## src/sv/slt_pkg.sv

```systemverilog
`timescale 1ns / 1ps
`default_nettype none
// slt_pkg: types and constants for the shell line tokenizer.
// No dependencies; used by the channel interfaces and the top level.
package slt_pkg;

  typedef enum logic [1:0] {
    MODE_NORMAL = 2'd0,
    MODE_SQUOTE = 2'd1,
    MODE_DQUOTE = 2'd2,
    MODE_ESCAPE = 2'd3
  } mode_t;

  localparam logic [2:0] KIND_BYTE = 3'd0;
  localparam logic [2:0] KIND_WEND = 3'd1;
  localparam logic [2:0] KIND_OP   = 3'd2;
  localparam logic [2:0] KIND_ERR  = 3'd3;
  localparam logic [2:0] KIND_DONE = 3'd4;

  localparam logic [2:0] OP_PIPE  = 3'd0;
  localparam logic [2:0] OP_AMP   = 3'd1;
  localparam logic [2:0] OP_LESS  = 3'd2;
  localparam logic [2:0] OP_GREAT = 3'd3;
  localparam logic [2:0] OP_SEMI  = 3'd4;

  localparam logic ERR_QUOTE  = 1'b0;
  localparam logic ERR_ESCAPE = 1'b1;

  localparam logic [7:0] CH_PIPE   = 8'h7C;
  localparam logic [7:0] CH_AMP    = 8'h26;
  localparam logic [7:0] CH_LESS   = 8'h3C;
  localparam logic [7:0] CH_GREAT  = 8'h3E;
  localparam logic [7:0] CH_SEMI   = 8'h3B;
  localparam logic [7:0] CH_SQUOTE = 8'h27;
  localparam logic [7:0] CH_DQUOTE = 8'h22;
  localparam logic [7:0] CH_BSLASH = 8'h5C;
  localparam logic [7:0] CH_SPACE  = 8'h20;
  localparam logic [7:0] CH_TAB    = 8'h09;
  localparam logic [7:0] CH_NL     = 8'h0A;

  localparam int POS_W   = 12;
  localparam int MAX_RES = 3;

  typedef struct packed {
    logic [2:0]       kind;
    logic [7:0]       char_out;
    logic [2:0]       op_kind;
    logic             error_kind;
    logic [POS_W-1:0] error_position;
    logic             last_of_run;
  } res_t;

endpackage
`default_nettype wire

```

## src/sv/slt_chan_if.sv

```systemverilog
`timescale 1ns / 1ps
`default_nettype none
// slt_in_if / slt_out_if: valid/ready channels of the shell line tokenizer.
// Depends on slt_pkg for the position width.
interface slt_in_if;
  logic       valid;
  logic       ready;
  logic [7:0] char_in;
  logic       end_of_line;

  modport source (output valid, output char_in, output end_of_line, input ready);
  modport sink   (input valid, input char_in, input end_of_line, output ready);
endinterface

interface slt_out_if;
  logic                      valid;
  logic                      ready;
  logic [2:0]                kind;
  logic [7:0]                char_out;
  logic [2:0]                op_kind;
  logic                      error_kind;
  logic [slt_pkg::POS_W-1:0] error_position;
  logic                      last_of_run;

  modport source (output valid, output kind, output char_out, output op_kind,
                  output error_kind, output error_position, output last_of_run,
                  input ready);
  modport sink   (input valid, input kind, input char_out, input op_kind,
                  input error_kind, input error_position, input last_of_run,
                  output ready);
endinterface
`default_nettype wire

```

## src/sv/shell_line_tokenizer.sv

```systemverilog
`timescale 1ns / 1ps
`default_nettype none
// shell_line_tokenizer: streaming shell word tokenizer, one byte per transaction.
// Results of a byte are registered and appear in the cycle after it is accepted.
// Throughput: 1 byte per cycle while out_chan is ready; a byte causing N results (0..3)
// holds the input until its last result is being taken from the 3-entry result buffer.
// Reset (synchronous, rst_n low): normal mode, no pending word, position 0.
// Depends on slt_pkg and slt_chan_if.
module shell_line_tokenizer #(
  parameter int MAX_LINE = 4096
) (
  input  wire logic  clk,
  input  wire logic  rst_n,
  slt_in_if.sink     in_chan,
  slt_out_if.source  out_chan
);

  localparam int PosCapInt = ((MAX_LINE - 1) < 4095) ? (MAX_LINE - 1) : 4095;
  localparam logic [slt_pkg::POS_W-1:0] PosCap = slt_pkg::POS_W'(PosCapInt);

  // lexer state
  slt_pkg::mode_t              mode_r, mode_nxt;
  logic                        wp_r, wp_nxt;
  logic [slt_pkg::POS_W-1:0]   pos_r, pos_nxt;
  logic [slt_pkg::POS_W-1:0]   qs_r, qs_nxt;
  logic                        disc_r, disc_nxt;

  // result buffer, head at entry 0
  slt_pkg::res_t               res_r   [slt_pkg::MAX_RES];
  slt_pkg::res_t               res_nxt [slt_pkg::MAX_RES];
  logic [1:0]                  cnt_r, cnt_nxt;

  slt_pkg::res_t               slot    [slt_pkg::MAX_RES];
  logic [1:0]                  slot_n;

  logic in_acc, out_acc;

  assign out_chan.valid          = (cnt_r != 2'd0);
  assign out_chan.kind           = res_r[0].kind;
  assign out_chan.char_out       = res_r[0].char_out;
  assign out_chan.op_kind        = res_r[0].op_kind;
  assign out_chan.error_kind     = res_r[0].error_kind;
  assign out_chan.error_position = res_r[0].error_position;
  assign out_chan.last_of_run    = res_r[0].last_of_run;

  assign in_chan.ready = (cnt_r == 2'd0) || ((cnt_r == 2'd1) && out_chan.ready);
  assign in_acc  = in_chan.valid && in_chan.ready;
  assign out_acc = out_chan.valid && out_chan.ready;

  // next state and result generation
  always_comb begin
    logic [7:0]    c;
    logic          eol;
    logic          is_blank, is_op;
    logic [2:0]    opc;
    logic [5:0]    cv;
    slt_pkg::res_t cand [6];
    logic [1:0]    idx;

    c   = in_chan.char_in;
    eol = in_chan.end_of_line;

    is_op = 1'b1;
    opc   = slt_pkg::OP_PIPE;
    case (c)
      slt_pkg::CH_PIPE:  opc = slt_pkg::OP_PIPE;
      slt_pkg::CH_AMP:   opc = slt_pkg::OP_AMP;
      slt_pkg::CH_LESS:  opc = slt_pkg::OP_LESS;
      slt_pkg::CH_GREAT: opc = slt_pkg::OP_GREAT;
      slt_pkg::CH_SEMI:  opc = slt_pkg::OP_SEMI;
      default:           is_op = 1'b0;
    endcase
    is_blank = (c == slt_pkg::CH_SPACE) || (c == slt_pkg::CH_TAB) ||
               (c == slt_pkg::CH_NL);

    mode_nxt = mode_r;
    wp_nxt   = wp_r;
    qs_nxt   = qs_r;
    disc_nxt = disc_r;
    pos_nxt  = pos_r;

    // candidate order: word end, byte, operator, error, word end, line done
    cv = '0;
    for (int i = 0; i < 6; i++) begin
      cand[i] = '0;
    end
    cand[0].kind     = slt_pkg::KIND_WEND;
    cand[1].kind     = slt_pkg::KIND_BYTE;
    cand[1].char_out = c;
    cand[2].kind     = slt_pkg::KIND_OP;
    cand[2].op_kind  = opc;
    cand[3].kind     = slt_pkg::KIND_ERR;
    cand[4].kind     = slt_pkg::KIND_WEND;
    cand[5].kind     = slt_pkg::KIND_DONE;

    if (!disc_r) begin
      case (mode_r)
        slt_pkg::MODE_ESCAPE: begin
          cv[1]    = 1'b1;
          wp_nxt   = 1'b1;
          mode_nxt = slt_pkg::MODE_NORMAL;
        end
        slt_pkg::MODE_SQUOTE, slt_pkg::MODE_DQUOTE: begin
          if (c == ((mode_r == slt_pkg::MODE_SQUOTE) ? slt_pkg::CH_SQUOTE
                                                     : slt_pkg::CH_DQUOTE)) begin
            mode_nxt = slt_pkg::MODE_NORMAL;
          end else begin
            cv[1]  = 1'b1;
            wp_nxt = 1'b1;
          end
        end
        default: begin
          if (is_blank) begin
            cv[0]  = wp_r;
            wp_nxt = 1'b0;
          end else if (is_op) begin
            cv[0]  = wp_r;
            cv[2]  = 1'b1;
            wp_nxt = 1'b0;
          end else if (c == slt_pkg::CH_SQUOTE) begin
            mode_nxt = slt_pkg::MODE_SQUOTE;
            qs_nxt   = pos_r;
          end else if (c == slt_pkg::CH_DQUOTE) begin
            mode_nxt = slt_pkg::MODE_DQUOTE;
            qs_nxt   = pos_r;
          end else if (c == slt_pkg::CH_BSLASH) begin
            mode_nxt = slt_pkg::MODE_ESCAPE;
          end else begin
            cv[1]  = 1'b1;
            wp_nxt = 1'b1;
          end
        end
      endcase
    end

    if (eol) begin
      if (!disc_r) begin
        if (mode_nxt == slt_pkg::MODE_ESCAPE) begin
          cv[3]                  = 1'b1;
          cand[3].error_kind     = slt_pkg::ERR_ESCAPE;
          cand[3].error_position = pos_r;
        end else if (mode_nxt != slt_pkg::MODE_NORMAL) begin
          cv[3]                  = 1'b1;
          cand[3].error_kind     = slt_pkg::ERR_QUOTE;
          cand[3].error_position = qs_nxt;
        end else begin
          cv[4] = wp_nxt;
        end
      end
      cv[5]    = 1'b1;
      mode_nxt = slt_pkg::MODE_NORMAL;
      wp_nxt   = 1'b0;
      disc_nxt = 1'b0;
      pos_nxt  = '0;
    end else if (pos_r < PosCap) begin
      pos_nxt = pos_r + 1'b1;
    end

    // pack the active candidates into the result slots
    idx = 2'd0;
    for (int k = 0; k < slt_pkg::MAX_RES; k++) begin
      slot[k] = '0;
    end
    for (int i = 0; i < 6; i++) begin
      if (cv[i] && (idx < 2'd3)) begin
        slot[idx] = cand[i];
        idx       = idx + 2'd1;
      end
    end
    for (int k = 0; k < slt_pkg::MAX_RES; k++) begin
      slot[k].last_of_run = (idx == 2'(k + 1));
    end
    slot_n = idx;
  end

  // buffer update
  always_comb begin
    for (int k = 0; k < slt_pkg::MAX_RES; k++) begin
      res_nxt[k] = res_r[k];
    end
    cnt_nxt = cnt_r;
    if (in_acc) begin
      for (int k = 0; k < slt_pkg::MAX_RES; k++) begin
        res_nxt[k] = slot[k];
      end
      cnt_nxt = slot_n;
    end else if (out_acc) begin
      for (int k = 0; k < slt_pkg::MAX_RES - 1; k++) begin
        res_nxt[k] = res_r[k + 1];
      end
      cnt_nxt = cnt_r - 2'd1;
    end
  end

  always_ff @(posedge clk) begin
    if (!rst_n) begin
      mode_r <= slt_pkg::MODE_NORMAL;
      wp_r   <= 1'b0;
      pos_r  <= '0;
      qs_r   <= '0;
      disc_r <= 1'b0;
      cnt_r  <= 2'd0;
    end else begin
      if (in_acc) begin
        mode_r <= mode_nxt;
        wp_r   <= wp_nxt;
        pos_r  <= pos_nxt;
        qs_r   <= qs_nxt;
        disc_r <= disc_nxt;
      end
      cnt_r <= cnt_nxt;
    end
  end

  always_ff @(posedge clk) begin
    for (int k = 0; k < slt_pkg::MAX_RES; k++) begin
      res_r[k] <= res_nxt[k];
    end
  end

`ifndef SYNTHESIS
  a_last_single: assert property (@(posedge clk) disable iff (!rst_n)
    (cnt_r == 2'd1) |-> res_r[0].last_of_run)
    else $error("single buffered result not marked last");

  a_not_last_multi: assert property (@(posedge clk) disable iff (!rst_n)
    ((cnt_r == 2'd2) || (cnt_r == 2'd3)) |-> !res_r[0].last_of_run)
    else $error("head result marked last while more are queued");

  a_eol_clears: assert property (@(posedge clk) disable iff (!rst_n)
    (in_acc && in_chan.end_of_line) |=>
      ((pos_r == '0) && (mode_r == slt_pkg::MODE_NORMAL) && !wp_r))
    else $error("lexer state not cleared after end of line");

  a_eol_done: assert property (@(posedge clk) disable iff (!rst_n)
    (in_acc && in_chan.end_of_line) |=> (cnt_r != 2'd0))
    else $error("end of line produced no line-done result");
`endif

endmodule
`default_nettype wire
```

## src/flat_wrapper.sv

```systemverilog
// flat-port wrapper written by rule: the top's interface ports become plain ports
module shell_line_tokenizer_flat 
#(
  parameter int MAX_LINE = 4096
)
  (clk, rst_n, in_chan_valid, in_chan_char_in, in_chan_end_of_line, in_chan_ready, out_chan_valid, out_chan_kind, out_chan_char_out, out_chan_op_kind, out_chan_error_kind, out_chan_error_position, out_chan_last_of_run, out_chan_ready);
  slt_in_if in_chan_i ();
  slt_out_if out_chan_i ();
  input  wire logic clk;
  input  wire logic rst_n;
  input wire logic [$bits(in_chan_i.valid)-1:0] in_chan_valid;
  input wire logic [$bits(in_chan_i.char_in)-1:0] in_chan_char_in;
  input wire logic [$bits(in_chan_i.end_of_line)-1:0] in_chan_end_of_line;
  output wire logic [$bits(in_chan_i.ready)-1:0] in_chan_ready;
  output wire logic [$bits(out_chan_i.valid)-1:0] out_chan_valid;
  output wire logic [$bits(out_chan_i.kind)-1:0] out_chan_kind;
  output wire logic [$bits(out_chan_i.char_out)-1:0] out_chan_char_out;
  output wire logic [$bits(out_chan_i.op_kind)-1:0] out_chan_op_kind;
  output wire logic [$bits(out_chan_i.error_kind)-1:0] out_chan_error_kind;
  output wire logic [$bits(out_chan_i.error_position)-1:0] out_chan_error_position;
  output wire logic [$bits(out_chan_i.last_of_run)-1:0] out_chan_last_of_run;
  input wire logic [$bits(out_chan_i.ready)-1:0] out_chan_ready;
  assign in_chan_i.valid = in_chan_valid;
  assign in_chan_i.char_in = in_chan_char_in;
  assign in_chan_i.end_of_line = in_chan_end_of_line;
  assign in_chan_ready = in_chan_i.ready;
  assign out_chan_valid = out_chan_i.valid;
  assign out_chan_kind = out_chan_i.kind;
  assign out_chan_char_out = out_chan_i.char_out;
  assign out_chan_op_kind = out_chan_i.op_kind;
  assign out_chan_error_kind = out_chan_i.error_kind;
  assign out_chan_error_position = out_chan_i.error_position;
  assign out_chan_last_of_run = out_chan_i.last_of_run;
  assign out_chan_i.ready = out_chan_ready;
  shell_line_tokenizer #(.MAX_LINE(MAX_LINE)) u_core (.clk(clk), .rst_n(rst_n), .in_chan(in_chan_i), .out_chan(out_chan_i));
endmodule
```

## config.mk

```make
export PLATFORM = sky130hd
export DESIGN_NAME = shell_line_tokenizer_flat
export DESIGN_NICKNAME = d
export VERILOG_FILES = /design/src/sv/slt_pkg.sv /design/src/sv/slt_chan_if.sv /design/src/sv/shell_line_tokenizer.sv /design/src/flat_wrapper.sv
export SDC_FILE = /design/constraint.sdc
export NUM_CORES = 1
export LEC_CHECK = 0
export BUFFER_PORTS_ARGS = -buffer_cell sky130_fd_sc_hd__buf_2
export CORE_AREA = 5 5 110 112
export DETAILED_ROUTE_END_ITERATION = 12
export DIE_AREA = 0 0 115 117
export PLACE_DENSITY = 0.76
export SLEW_MARGIN = 20
export SYNTH_ARGS = -nofsm -noshare
export SYNTH_HDL_FRONTEND = slang
export SYNTH_SLANG_ARGS = --single-unit
```

## constraint.sdc

```tcl
create_clock -name clk -period 5.9 [get_ports clk]
set_input_delay 0.295 -clock clk [delete_from_list [all_inputs] [get_ports clk]]
set_output_delay 0.295 -clock clk [all_outputs]
set_load 0.01 [all_outputs]
```

==> out/metrics.yaml, run 1 <==
min_path:
  min-delay-start: "rst_n"
  hold_class: "in2reg"
clock_network:
  clk_latency_ns: 0.36
  h-tree-depth: 3
  cts-root-buf: "clkbuf_16"
  cts_sinks: 105
  cts_buffers: 9
  cts_tree: "done"
  path_clk_slew_ns: 0.08
  ctsLongestPathBuffers: 2
power:
  power_density_mw_per_mm2: 335
  netSwitchingFraction_pct: 31.1
  power_frac_seq_pct: 48.7
  intPower_mw: 1.51
  power_frac_clock_pct: 27.2
  ir_drop_v: 0.000471
  p_leak_nw: 2.43
  p_comb_share_pct: 24.1
  p_switching_mw: 0.684
timing:
  setup_tns_ns: 0
  setup_slack_ns: 0.282
  worst_pin_slew_ns: 0.937
  slew_viol_final: 0
  grt_setup_unrepaired: "false"
  fin_crit_sh_pct: 95.2
  setup_viol: 0
  period_minus_slack_ns: 5.62
  clock.fmax_ghz: 0.178
  fin_skew_ns: 0.00717
  hold_viol: 0
  slew_headroom_pct: 36.7
critical_path:
  critPathLaunch: "u_core.mode_r[1]"
  crit_family: "compound AO/OA/AOI/OAI gates"
  crit_arrival_ns: 5.71
  r2r-end: "u_core.res_r[0][3]"
  critPathCapture: "u_core.res_r[0][3]"
  cp.required_ns: 5.99
  r2r_cells: 24
  r2r-start: "u_core.mode_r[1]"
  path_common_cell: "ha_1"
  max_stage_delay_ns: 0.36
  crit_buf_inv: 4
  critical_path.endpoint_type: "register"
  path_class: "reg2reg"
  path_depth: 24
  slowest_stage: "or3_1"
  regToRegSetupSlack_ns: 0.28
  crit_chain: "inv_2, ha_1, or3_1, a211oi_4, nand2b_1, a22oi_1, ha_1, o31a_1, or2_1, ha_1, nor2_1, o41a_1, xnor2_1, inv_1, ha_1, nand2b_1, o32ai_2, xnor2_2, inv_2, ha_1, nand2b_4, o311ai_4, buf_4, o31ai_1"
  crit_path_max_fanout: 6
  worstSetupStartpointType: "register"
layout:
  num-nets-final: 630
  nFillCells: 904
  diodes: 0
  design_area_mm2: 0.00656
  areaGrowthSynthToFinish_pct: 11.0
  drive_above_1_share_pct: 22.3
global_routing:
  grt_usage_pct: 18.1
  grt_max_degree: 66
  grt_pass1_wl_mm: 19.3
  antenna_found_initial: 0
  grt_pass1_vias: 3907
  overflow: 0
synthesis:
  synth_fa_ha_area_share_pct: 4.79
  syn-num-nets: 608
  ys_seq_area_share_pct: 48.5
  synthTopCellsByCount: "edfxtp_1 (76), nand2_1 (71), nor2_1 (44)"
  synthXorXnorAreaFrac_pct: 1.48
  yosys.area.top_type: "edfxtp_1"
  ys.warnings.count: 0
  synth_compound_area_share_pct: 14.8
  yosys_most_used_dff: "edfxtp_1"
  synth_seq_cells: 105
  synth_top_area_share_pct: 38.6
  synth-async-reset-ratio_pct: 0
  avgSynthCellArea_um2: 10.3
  synth.area.top_cells: "edfxtp_1 (39%), dfxtp_1 (9.8%), nand2_1 (4.5%)"
  syn_area_mm2: 0.00591
  synth_edf_count: 76
  synthSimpleGateAreaFrac_pct: 18.4
  yosysMostFrequentCell: "edfxtp_1"
  synth_top_family_by_area: "simple AND/OR/NAND/NOR gates"
  postSynthCellCount: 573
  synthMuxAreaShare_pct: 4.45
  ys_types: 73
die:
  die_h_um: 117
  initial_core_util_pct: 53.1
  die_w_um: 115
  fp.coreArea_mm2: 0.0111
  dieArea_mm2: 0.0135
  io_pins: 43
  rows: 39
placed_design:
  place_area_mm2: 0.00617
  gp_congestion: 0.849
  dp_slack_ns: 0.0232
  place_hpwl_mm: 8.36
  io_buffers: 42
routing:
  wl_per_cell_um: 16.4
  vias: 4268
  drc: 0
  ant_nets: 0
  dr.pass1.iters: 7
  via_per_inst: 5.74
  finalWirelength_mm: 12.2
  drtIter0Drc: 293
run_status:
  status: "complete, no violations"
flow_run:
  cap_violations: 0
==> power groups by stage <==
stage	Clock, mW	Sequential [mW]	Combinational, mW
after floorplan	0	1.08	0.432
after global placement	0	1.08	0.512
after detailed placement	0	1.09	0.525
after CTS	0.603	1.07	0.529
after global routing	0.634	1.09	0.583
final	0.598	1.07	0.530
==> worst min-delay path by stage <==
stage                                  to  slack, ns  depth (start not counted)
after floorplan           u_core.cnt_r[1]       0.43                          2
after global placement     u_core.qs_r[9]       0.47                          2
after detailed placement  u_core.qs_r[10]       0.48                          2
after CTS                 u_core.cnt_r[1]       0.22                          3
after global routing      u_core.cnt_r[1]       0.24                          3
final                     u_core.cnt_r[1]       0.23                          3
==> what timing repair did <==
action | CTS | global route
endpoints found under the setup margin | 0 | 67
buffers inserted | 0 | 3
resized for setup | 0 | 14
hold buffers | 0 | 0
==> layout make-up <==
type / instances / area, µm² / share of cell area, %
multi-input cells: 385 / 2680 / 40.9
clock inverters: 7 / 77.6 / 1.18
inverters: 23 / 86.3 / 1.32
flip-flops and latches: 105 / 2860 / 43.7
clock buffers: 9 / 225 / 3.43
well taps: 143 / 179 / 2.73
repair buffers: 71 / 444 / 6.77
==> registers in the layout (all words and copies together) (netlist names) <==
register       count
u_core.wp_r        1
u_core.res_r      76
u_core.qs_r       12
u_core.pos_r      12
u_core.mode_r      2
u_core.cnt_r       2
==> worst min-delay path, stage by stage <==
cell and delay, ns:
buf_2 0.13, o21ai_0 0.07, a21oi_1 0.04
==> stage by stage <==
step | hold WS [ns] | cells | util (%) | power [mW]
2_1_floorplan | 0.433 | 573 | - | 1.51
3_3_place_gp | 0.471 | 723 | 55.5 | 1.59
3_5_place_dp | 0.481 | 723 | 55.5 | 1.61
4_1_cts | 0.221 | 739 | 58.2 | 2.20
5_1_grt | 0.243 | 743 | 58.9 | 2.30
6_report | 0.231 | 743 | 58.9 | 2.20
==> routing by layer <==
metal | wire length, µm | track usage [%] | up-vias
li1 | - | - | 2102
met1 | 5710 | 25.9 | 2021
met2 | 5620 | 28.6 | 132
met3 | 665 | 2.57 | 13
met4 | 161 | 5.71 | 0
met5 | 0 | 0 | -
==> cell families (layout without fill, tap and decap cells) <==
kind of cell | Yosys count | in the layout
AND/OR/NAND/NOR | 219 | 219
AO/OA/AOI/OAI | 107 | 107
flip-flops | 105 | 105
buffers and inverters | 83 | 110
multiplexers | 26 | 26
adder cells (fa/ha/maj) | 22 | 22
XOR/XNOR | 10 | 10
other | 1 | 1
==> layout by cell type, fill, tap and decap left out, types with 11 or more instances in the layout <==
master    count
a21oi_1      15
and2_1       12
buf_2        42
buf_4        27
dfxtp_1      28
edfxtp_1     76
ha_1         20
inv_1        17
mux2i_1      23
nand2_1      70
nand3_1      21
nand4_1      11
nor2_1       42
nor3_1       22
o21ai_0      11
o31ai_1      29
Note: power is estimated with default switching activity, not from simulation.
==> run 2: changes to the inputs <==
Settings changed: REMOVE_ABC_BUFFERS set to 1.
==> out/metrics.yaml, run 2 (synthesis gave the netlist of run 1 again) <==
global_routing:
  grt_usage_pct: 18.1  # about the same
  overflow: 0  # unchanged
  grt_max_degree: 66  # unchanged
  grt_pass1_vias: 3992  # +2.2%
  grt_pass1_wl_mm: 19.6  # +1.3%
  antenna_found_initial: 0  # unchanged
timing:
  period_minus_slack_ns: 5.63  # +0.0103 ns
  grt_setup_unrepaired: "false"
  clock.fmax_ghz: 0.178  # -0.18%
  worst_pin_slew_ns: 0.938  # +0.000660 ns
  slew_headroom_pct: 36.6  # -0.045 points
  fin_skew_ns: 0.00714  # -0.0000281 ns
  hold_viol: 0  # unchanged
  hold_ws_ns: 0.236  # +0.00509 ns
  fin_crit_sh_pct: 95.4  # +0.18 points
  setup_viol: 0  # unchanged
  slew_viol_final: 0  # unchanged
layout:
  areaGrowthSynthToFinish_pct: 10.4
  final_core_util_pct: 58.6  # -0.33 points
  drive_above_1_share_pct: 22.1  # -0.24 points
  num-nets-final: 623  # -1.1%
  design_area_mm2: 0.00652  # -0.55%
  final_cell_mix: "edfxtp_1 (76), nand2_1 (70), nor2_1 (42), buf_2 (42), dfxtp_1 (28)"
  largest_register_ffs: 76  # unchanged
  reg_top3: "u_core.res_r x76, u_core.pos_r x12, u_core.qs_r x12"
  instances_no_fill: 736  # -0.94%
  top_register: "u_core.res_r"
  final_common_cell: "edfxtp_1"
  diodes: 0  # unchanged
clock_network:
  path_clk_slew_ns: 0.07  # about the same
  cts_sinks: 105  # unchanged
  ctsHoldBuffers: 0  # unchanged
  cts_buffers: 9  # unchanged
  cts_tree: "done"
  h-tree-depth: 3  # unchanged
  cts-root-buf: "clkbuf_16"
  clk_latency_ns: 0.35  # about the same
  ctsLongestPathBuffers: 2  # unchanged
critical_path:
  critPathLaunch: "u_core.mode_r[1]"
  max_stage_delay_ns: 0.38  # +0.02 ns
  r2r-start: "u_core.mode_r[1]"
  cp.required_ns: 6.07  # +0.08 ns
  crit_path_max_fanout: 13  # +7
  path_common_cell: "ha_2"
  crit_buf_inv: 3  # -1
  path_class: "reg2reg"
  slowest_stage: "ha_1"
  worstSetupStartpointType: "register"
  crit_chain: "inv_2, ha_2, or3_1, a211oi_4, nand2b_1, a22oi_1, ha_1, o31a_1, or2_4, ha_2, nor2_1, o41a_1, xnor2_2, inv_1, ha_1, nand2b_1, nor3_4, mux2i_2, ha_2, nor2_4, a221oi_4, nand3_1, buf_4, o31ai_1"
  critical_path.endpoint_type: "register"
  crit_arrival_ns: 5.79  # +0.08 ns
  crit_family: "simple AND/OR/NAND/NOR gates"
die:
  initial_core_util_pct: 53.1  # unchanged
  io_pins: 43  # unchanged
  dieArea_mm2: 0.0135  # unchanged
  die_w_um: 115  # unchanged
  rows: 39  # unchanged
  die_h_um: 117  # unchanged
  fp.coreArea_mm2: 0.0111  # unchanged
placed_design:
  place_hpwl_mm: 8.16  # -2.3%
  place_area_mm2: 0.00610  # -1.2%
  gp_congestion: 0.958  # +13%
  io_buffers: 42  # unchanged
  numPlacedInstances: 717  # -0.83%
run_status:
  status: "complete, no violations"
routing:
  drc: 0  # unchanged
  via_per_inst: 5.86  # +2.1%
  ant_nets: 0  # unchanged
  wl_per_cell_um: 16.4  # +0.29%
  vias: 4316  # +1.1%
  drtIter0Drc: 324  # +11%
  dr.pass1.iters: 5  # -2
  finalWirelength_mm: 12.1  # -0.66%
flow_run:
  cap_violations: 0  # unchanged
min_path:
  hold_class: "in2reg"
  min-delay-start: "rst_n"
power:
  power_density_mw_per_mm2: 339  # +1.1%
  p_leak_nw: 2.40  # -1.4%
  ir_drop_v: 0.000465  # -1.2%
  fin_total_pwr_mw: 2.21  # +0.55%
==> run 2: per-layer routing <==
metal  vias to the layer above  track usage [%]  share of wire [%]
li1                       2094                -                  -
met1                      2067             25.1                 45
met2                       143             29.6                 48
met3                        12             2.98                6.2
met4                         0             5.09                1.2
met5                         -                0                  0
==> run 2: cell type report <==
cell class	count	area, µm²
fillers	912	4600
flip-flops and latches	105	2860
multi-input cells	385	2710
repair buffers	64	383
clock buffers	10	229
well taps	143	179
inverters	23	86.3
clock inverters	6	72.6
==> run 2: worst paths after layout <==
| kind | to | slack [ns] | cells past startpoint |
|---|---|---|---|
| worst min register to register | u_core.qs_r[8] | 0.50 | 2 |
| worst max-delay path | u_core.res_r[0][36] | 0.27 | 24 |
| worst max register to register | u_core.res_r[0][36] | 0.27 | 24 |
| worst min-delay path | u_core.cnt_r[1] | 0.24 | 3 |
==> run 2: what timing repair did <==
action | CTS | global route
setup endpoints to repair | 50 | 75
buffers inserted | 0 | 3
resized for setup | 5 | 18
pin swaps | 0 | 6
==> run 2: report_power, final <==
group | leakage [nW] | total [mW] | switching (mW) | internal [mW]
clock network | 0.149 | 0.610 | 0.274 | 0.336
logic | 1.25 | 0.529 | 0.343 | 0.187
registers | 0.999 | 1.07 | 0.0452 | 1.03
==> run 2: worst register-to-register path, stage by stage (launching register included) <==
cell and delay [ns]:
dfxtp_2 0.35, inv_2 0.07, ha_2 0.19, or3_1 0.35, a211oi_4 0.22, nand2b_1 0.13, a22oi_1 0.12, ha_1 0.38
o31a_1 0.35, or2_4 0.28, ha_2 0.21, nor2_1 0.10, o41a_1 0.24, xnor2_2 0.16, inv_1 0.10, ha_1 0.20
nand2b_1 0.21, nor3_4 0.25, mux2i_2 0.34, ha_2 0.27, nor2_4 0.06, a221oi_4 0.34, nand3_1 0.12, buf_4 0.20
o31ai_1 0.22
==> run 2: per-stage QoR <==
stage / TNS (ns) / setup slack [ns]
after floorplan: -3.82 / -0.160
after global placement: 0 / 0.104
after detailed placement: -4.73 / -0.142
after CTS: 0 / 0.0000275
after global routing: 0 / 0.0120
final: 0 / 0.272
==> run 3: changes to the inputs <==
Clock period 5.9 ns to 4.85 ns, I/O delays scaled along.
==> out/metrics.yaml, run 3 (synthesis gave the netlist of run 1 again) <==
run_status:
  status: "finished with violations"
  violations: "setup timing"
layout:
  final_cell_mix: "buf_4 (90), edfxtp_1 (76), nand2_1 (68)"
  drive_above_1_share_pct: 41.8  # +20 points
  top_register: "u_core.res_r"
  reg_top3: "u_core.res_r x76, u_core.pos_r x12, u_core.qs_r x12"
  areaGrowthSynthToFinish_pct: 33.1
  largest_register_ffs: 76  # unchanged
  final_core_util_pct: 70.7  # +12 points
  diodes: 0  # unchanged
  final_common_cell: "buf_4"
  num-nets-final: 709  # +14%
critical_path:
  r2r_cells: 27  # +13%
  crit_path_max_fanout: 6  # -7
  critical_path.endpoint_type: "register"
  regToRegSetupSlack_ns: -0.66  # -0.93 ns
  cp.required_ns: 5.05  # -1.02 ns
  max_stage_delay_ns: 0.34  # -0.04 ns
  slowest_stage: "dfxtp_2"
  path_common_cell: "ha_4"
  worstSetupStartpointType: "register"
  path_class: "reg2reg"
  crit_arrival_ns: 5.70  # -0.09 ns
placed_design:
  place_hpwl_mm: 8.78  # +7.6%
  io_buffers: 42  # unchanged
  gp_congestion: 0.872  # -9.0%
  dp_slack_ns: -0.750  # -0.608 ns
die:
  initial_core_util_pct: 53.1  # unchanged
  die_w_um: 115  # unchanged
  fp.coreArea_mm2: 0.0111  # unchanged
  io_pins: 43  # unchanged
  dieArea_mm2: 0.0135  # unchanged
  rows: 39  # unchanged
  die_h_um: 117  # unchanged
min_path:
  hold_depth: 3  # unchanged
  hold_class: "in2reg"
clock_network:
  cts_tree: "done"
  cts_buffers: 9  # unchanged
  cts-root-buf: "clkbuf_16"
  path_clk_slew_ns: 0.08  # about the same
  clk_latency_ns: 0.36  # about the same
  h-tree-depth: 3  # unchanged
  cts_sinks: 105  # unchanged
  ctsHoldBuffers: 0  # unchanged
  ctsLongestPathBuffers: 2  # unchanged
power:
  ir_drop_v: 0.000469  # +0.78%
  power_density_mw_per_mm2: 365  # +7.7%
  p_leak_nw: 3.07  # +28%
routing:
  via_per_inst: 6.39  # +8.9%
  wl_per_cell_um: 22.0  # +34%
  finalWirelength_mm: 18.1  # +50%
  drc: 0  # unchanged
  drtIter0Drc: 630  # +94%
  ant_nets: 0  # unchanged
  dr.pass1.iters: 6  # +1
  vias: 5250  # +22%
global_routing:
  grt_usage_pct: 23.4  # +5.3 points
  overflow: 0  # unchanged
  grt_pass1_wl_mm: 24.7  # +26%
  grt_max_degree: 66  # unchanged
  antenna_found_initial: 0  # unchanged
  grt_pass1_vias: 4762  # +19%
timing:
  slew_viol_final: 0  # unchanged
  fin_skew_ns: 0.0145  # +0.00732 ns
  hold_viol: 0  # unchanged
  clock.fmax_ghz: 0.182  # +2.2%
  setup_viol: 77  # +77
  setup_slack_ns: -0.656  # -0.928 ns
  fin_crit_sh_pct: 114  # +18 points
  period_minus_slack_ns: 5.51  # -0.122 ns
  slew_headroom_pct: 43.7  # +7.1 points
  worst_pin_slew_ns: 0.821  # -0.117 ns
  grt_setup_unrepaired: "true"
flow_run:
  cap_violations: 0  # unchanged
run 3: cell types whose count changed in the layout (fill, tap and decap cells not counted), sizes merged:
cell,delta
buf,+85
clkinv,-1
bufinv,-1
inv,+2
clkinvlp,+1
run 3: power breakdown:
group	internal, mW	switching (mW)
registers	1.25	0.0628
logic	0.324	0.513
clock network	0.359	0.363
total	1.93	0.939
run 3: worst max-delay path: cells and delay by family (launching register included):
kind / cells / cell delay (ns)
muxes: 1 / 0.28
AOI/OAI and AO/OA: 5 / 1.04
DFF: 1 / 0.34
adders and majority gates: 5 / 0.98
buffers and inverters: 6 / 0.82
and+or+nand+nor: 10 / 1.86
run 3: final timing paths:
path / end / startpoint
hold / removal: u_core.cnt_r[1] / rst_n
setup reg to reg: u_core.res_r[0][64] / u_core.mode_r[1]
setup / recovery: u_core.res_r[0][64] / u_core.mode_r[1]
hold reg to reg: u_core.qs_r[3] / u_core.qs_r[3]
run 3: area by class of cell:
class | count | area (µm²)
fill | 648 | 3260
clock inverter | 7 | 62.6
sequential | 105 | 2860
multi-input combinational | 385 | 3270
inverter | 23 | 88.8
timing repair buffer | 150 | 1170
tap | 143 | 179
clock buffer | 9 | 225
run 3: repair_timing:
item | in CTS | in global routing
endpoints found under the hold margin | 0 | 0
pin swaps | 33 | 35
gates resized for setup | 83 | 63
setup endpoints to repair | 77 | 77
buffers inserted | 27 | 8
cloned | 4 | 0
run 3: layer usage:
| metal | wire length [µm] | vias to the layer above | track usage, % |
|---|---|---|---|
| li1 | - | 2268 | - |
| met1 | 6790 | 2516 | 29.5 |
| met2 | 8840 | 382 | 39.5 |
| met3 | 1630 | 84 | 3.91 |
| met4 | 838 | 0 | 10.9 |
| met5 | 0 | - | 0 |
run 3: per-stage QoR:
step / hold slack [ns] / cells / power, mW / TNS [ns] / cell area [µm²]
2_1_floorplan: 0.381 / 513 / 1.72 / -76.76 / 5550
3_3_place_gp: 0.471 / 773 / 1.95 / -27.83 / 6550
3_5_place_dp: 0.483 / 773 / 1.98 / -46.89 / 6550
4_1_cts: 0.195 / 816 / 2.74 / -12.62 / 7460
5_1_grt: 0.218 / 822 / 2.97 / -44.12 / 7860
6_report: 0.194 / 822 / 2.87 / -34.17 / 7860
